$ cat src/rtl/core/lfvc_isqrt.sv
// Pipelined integer square root, one result bit per stage.
`timescale 1ns / 1ps
`default_nettype none

module lfvc_isqrt #(
  parameter int W = 64
) (
  input  wire logic             clk,
  input  wire logic             en,
  input  wire logic [W-1:0]     in_v,
  output logic      [W/2-1:0]   root
);

  localparam int N = W / 2;

  logic [W-1:0] rem_r [N];
  logic [W-1:0] res_r [N];

  for (genvar i = 0; i < N; i++) begin : g_st
    localparam logic [W-1:0] BITW = W'(1) << (W - 2 - 2 * i);
    logic [W-1:0] rem_in, res_in, rem_nxt, res_nxt;

    if (i == 0) begin : g_first
      assign rem_in = in_v;
      assign res_in = '0;
    end else begin : g_next
      assign rem_in = rem_r[i-1];
      assign res_in = res_r[i-1];
    end

    always_comb begin
      if (rem_in >= res_in + BITW) begin
        rem_nxt = rem_in - (res_in + BITW);
        res_nxt = (res_in >> 1) + BITW;
      end else begin
        rem_nxt = rem_in;
        res_nxt = res_in >> 1;
      end
    end

    always_ff @(posedge clk) begin
      if (en) begin
        rem_r[i] <= rem_nxt;
        res_r[i] <= res_nxt;
      end
    end
  end

  assign root = res_r[N-1][N-1:0];

endmodule

`default_nettype wire

$ cat config.mk
export PLATFORM = sky130hd
export DESIGN_NAME = lfvc_isqrt
export DESIGN_NICKNAME = d
export VERILOG_FILES = /design/src/rtl/core/lfvc_isqrt.sv
export SDC_FILE = /design/constraint.sdc
export NUM_CORES = 2
export LEC_CHECK = 0
export BUFFER_PORTS_ARGS = -buffer_cell sky130_fd_sc_hd__buf_4
export CORE_UTILIZATION = 48
export CTS_CLUSTER_DIAMETER = 150
export DETAILED_ROUTE_END_ITERATION = 10
export PLACE_DENSITY_LB_ADDON = 0.08
export SLEW_MARGIN = 20
export SYNTH_ARGS = -nofsm -noshare
export SYNTH_HDL_FRONTEND = slang
export SYNTH_SLANG_ARGS = --single-unit
$ cat constraint.sdc
create_clock -name clk -period 5 [get_ports clk]
set_input_delay 0.5 -clock clk [delete_from_list [all_inputs] [get_ports clk]]
set_output_delay 0.5 -clock clk [all_outputs]
set_load 0.02 [all_outputs]
==> results by group <==
Route
  • Antenna violation net count after detailed routing: 0
  • Post-Route WL: 321300 µm
  • Pre-antenna DRT Iters: 7
  • # DRC: 0
  • Vias per inst: 5.777
  • Drt wl/cell: 23.75 µm
  • Via count: 78160
  • Detailed Route Iter0 Violations: 7519

Worst setup path
  • Crit. End Element: flip-flop
  • Worst Path Class, Setup: reg2reg
  • Reg2reg start: res_r[5][214]$_DFFE_PP_
  • Worst Setup SP: res_r[5][214]$_DFFE_PP_
  • Reg2reg path depth: 12
  • Critical Path AT: 4.99 ns
  • Crit path launch type: flip-flop
  • FF-to-FF setup slack: 0.63 ns
  • Req. time, crit path: 5.62 ns
  • Worst R2R End: rem_r[1][574]$_DFFE_PP_
  • Largest fanout on the critical path: 9

Synthesis
  • Post-synthesis sequential area ratio: 0.6256
  • Synth Register Bits: 2512
  • Number of synthesized flops with an enable pin: 2512
  • Post-Syn Nets: 10220
  • Post-Syn Area: 120600 µm²
  • Avg Synthesized Cell Area: 12.56 µm²
  • Synth Instances: 9597
  • Ranking of synthesized cells by area: edfxtp_1 63%, ha_1 5.8%, xnor2_1 3.2%
  • Yosys top cell area share: 0.6256
  • Yosys top cell by area: edfxtp_1
  • Yosys cell types: 88
  • Yosys warns: 0
  • Leading register cell type out of synthesis: edfxtp_1
  • FFs w/ async S/R, synth: 0

Clock network
  • H-tree depth: 5
  • Clk_lat worst skew: 0.97 ns
  • CTS Buf Count: 294
  • CTS tree: done
  • Clk buf depth: 4
  • Reg clk slew, reported paths: 0.06 ns
  • Root Buffer: clkbuf_16
  • Clock sink count: 2512

Timing
  • Final Max Tran Viols: 0
  • Final hold slack: 0.2068 ns
  • Tcrit/Tclk final: 0.8743
  • Fmax: 228.8 MHz
  • Worst slew margin: 0.2433
  • Worst Tran Pin Value: 1.126 ns
  • RSZ-0062 raised after global routing: false
  • Worst Skew: 0.09845 ns
  • Min Tclk post-route: 4.371 ns
  • Hold Vio Cnt, Final: 0
  • Setup_tns: 0 ns
  • Finish-stage setup viols: 0

Die
  • Num rows: 183
  • Core ar.: 249100 µm²
  • Area of the die: 253200 µm²
  • Die height: 503.2 µm
  • DIE WIDTH: 503.2 µm
  • IO Pins: 98
  • Starting Density: 0.4840

Final layout
  • Multi-input logic area: 41810 µm²
  • Ratio of cells with drive above 1 in the final layout: 0.07839
  • Area Growth Syn to Fin: 12.59%
  • Post-route cell area: 135800 µm²
  • FF/Latch Area: 75430 µm²
  • Util after Layout: 0.5449
  • Number of fill cells in the layout: 21030
  • Layout net count: 10610

Power
  • Sw Ratio: 0.2972
  • Leakage: 50.92 nW
  • Internal power: 44.28 mW
  • Sequential power share: 0.463
  • Pwr Density: 464.1 nW/µm²
  • Gate power share: 0.209
  • Maximum vdd ir drop: 348.7 µV
  • Total power: 63.00 mW
  • Switching power summed over all nets: 18.72 mW
  • Clock power share: 0.327

Place
  • DP Area: 126000 µm²
  • GP Congestion: 0.9225
  • Buffers on Ports: 97
  • Final HPWL DP: 241000 µm

Hold path
  • Worst Hold Path EP: res_r[4][93]$_DFFE_PP_
  • Hold path start: en
  • Worst Hold Path Cells: 1
  • Hold WC Path Type: in2reg

Job
  • Number of max-cap violations: 0

GRT
  • GRT Overall Usage: 0.2512
  • Vias in the first global route: 75210
  • Global-route wire length before repair: 478800 µm
  • Initial antenna violation count: 12
  • Largest net degree at the start of global routing: 161
  • Gr ovfl total: 0

Run status
  • Status: finished, final reports clean
metal layers:
| metal | wire length, µm | global-route usage | share of wire | up-vias |
|---|---|---|---|---|
| li1 | - | - | - | 36880 |
| met1 | 149000 | 0.3686 | 0.46 | 38490 |
| met2 | 146600 | 0.3948 | 0.46 | 2297 |
| met3 | 17550 | 0.03112 | 0.055 | 483 |
| met4 | 8101 | 0.06532 | 0.025 | 4 |
| met5 | 23 | 0 | 0.000072 | - |
cells in the final DEF (no fill, tap or decap), types with 58 or more instances in the layout:
cell              n
nand2_1         570
nor4_1          351
nor3_1          290
ha_1            558
a21o_1          218
clkinv_1         67
edfxtp_1       2512
clkbuf_16       300
dlygate4sd3_1    64
buf_4           191
mux2_2           83
a21oi_1         604
or4_1            89
or3_1           102
nor2_1          613
nor2b_1          62
a31oi_1          58
nand4_1         167
nand2b_1        107
nand3_1         166
inv_1           705
o21a_1           91
xor2_1          435
o21ai_0         458
xnor2_1         446
sequential cells by signal, indices dropped and copies added, names as in the netlist:
register / flops
rem_r: 1984
res_r: 528
how the worst max path moves through the flow:
stage | end | depth (start not counted)
after floorplan | rem_r[1][667]$_DFFE_PP_ | 10
after global placement | rem_r[1][568]$_DFFE_PP_ | 12
after detailed placement | rem_r[1][570]$_DFFE_PP_ | 12
after CTS | rem_r[1][570]$_DFFE_PP_ | 12
after global routing | rem_r[1][566]$_DFFE_PP_ | 12
final | rem_r[1][574]$_DFFE_PP_ | 12
synth_stat cells, types with 23 or more instances:
cell type,number
a21boi_0,26
nor3b_1,29
xor2_1,435
inv_1,705
nor2_1,618
o21ai_0,458
o21bai_1,54
and3_1,41
nand2_1,571
or2_2,44
a21oi_1,606
nand3_1,166
nor3_1,291
edfxtp_1,2512
o21a_1,91
or3_1,102
or4_1,89
clkbuf_1,157
xnor2_1,446
nor4b_1,44
ha_1,558
nand3b_1,23
nor4_1,354
mux2_2,83
nand4_1,167
and4_1,31
o31ai_1,33
a31oi_1,58
o211ai_1,45
a21o_1,218
nand2b_1,107
nor2b_1,62
a211oi_1,47
through the flow:
stage | setup WS [ns] | instances
2_1_floorplan | 1.452 | 9597
3_3_place_gp | 0.7147 | 12950
3_5_place_dp | 0.7339 | 12950
4_1_cts | 0.6541 | 13520
5_1_grt | 0.3419 | 13530
6_report | 0.6287 | 13530
final cells by class:
class | count | area share
Antenna cell | 5 | 0.00009217
Clock buffer | 337 | 0.05632
Clock inverter | 169 | 0.01101
Inverter | 709 | 0.01962
Multi-Input combinational cell | 6189 | 0.3080
Sequential cell | 2512 | 0.5557
Tap cell | 3330 | 0.03069
Timing Repair Buffer | 277 | 0.01858
worst max-delay path, stage by stage, from the launching register on:
cell       delay, ns
edfxtp_1        0.69
inv_1           0.09
ha_1            0.39
nand2_1         0.06
o21ai_0         0.34
and2_1          0.20
o31ai_1         0.11
a2111oi_0       0.85
o311ai_0        0.43
a2111oi_2       0.44
buf_4           0.24
nor4_1          0.07
xor2_1          0.15
power groups by stage:
stage / clock, mW / combinational [mW] / sequential, mW
global route: 21.8 / 14.6 / 29.5
CTS: 21.1 / 13.1 / 29.2
global placement: 0 / 12.9 / 29.6
detailed placement: 0 / 13.0 / 29.6
floorplan: 0 / 9.40 / 28.3
finish: 20.6 / 13.2 / 29.2
logic make-up after synthesis:
family / after synthesis / synth area share
simple gates: 2820 / 0.1215
mux: 94 / 0.008790
xor+xnor: 881 / 0.06400
compound gates: 1836 / 0.09389
flops: 2512 / 0.6256
buf+inv: 896 / 0.02826
fa+ha+maj: 558 / 0.05791
timing repair:
action	CTS	global route
hold endpoints to repair	64	0
gates resized for setup	0	0
buffers inserted	0	0
hold buffers	64	0
Power figures use the tool's default switching activity.
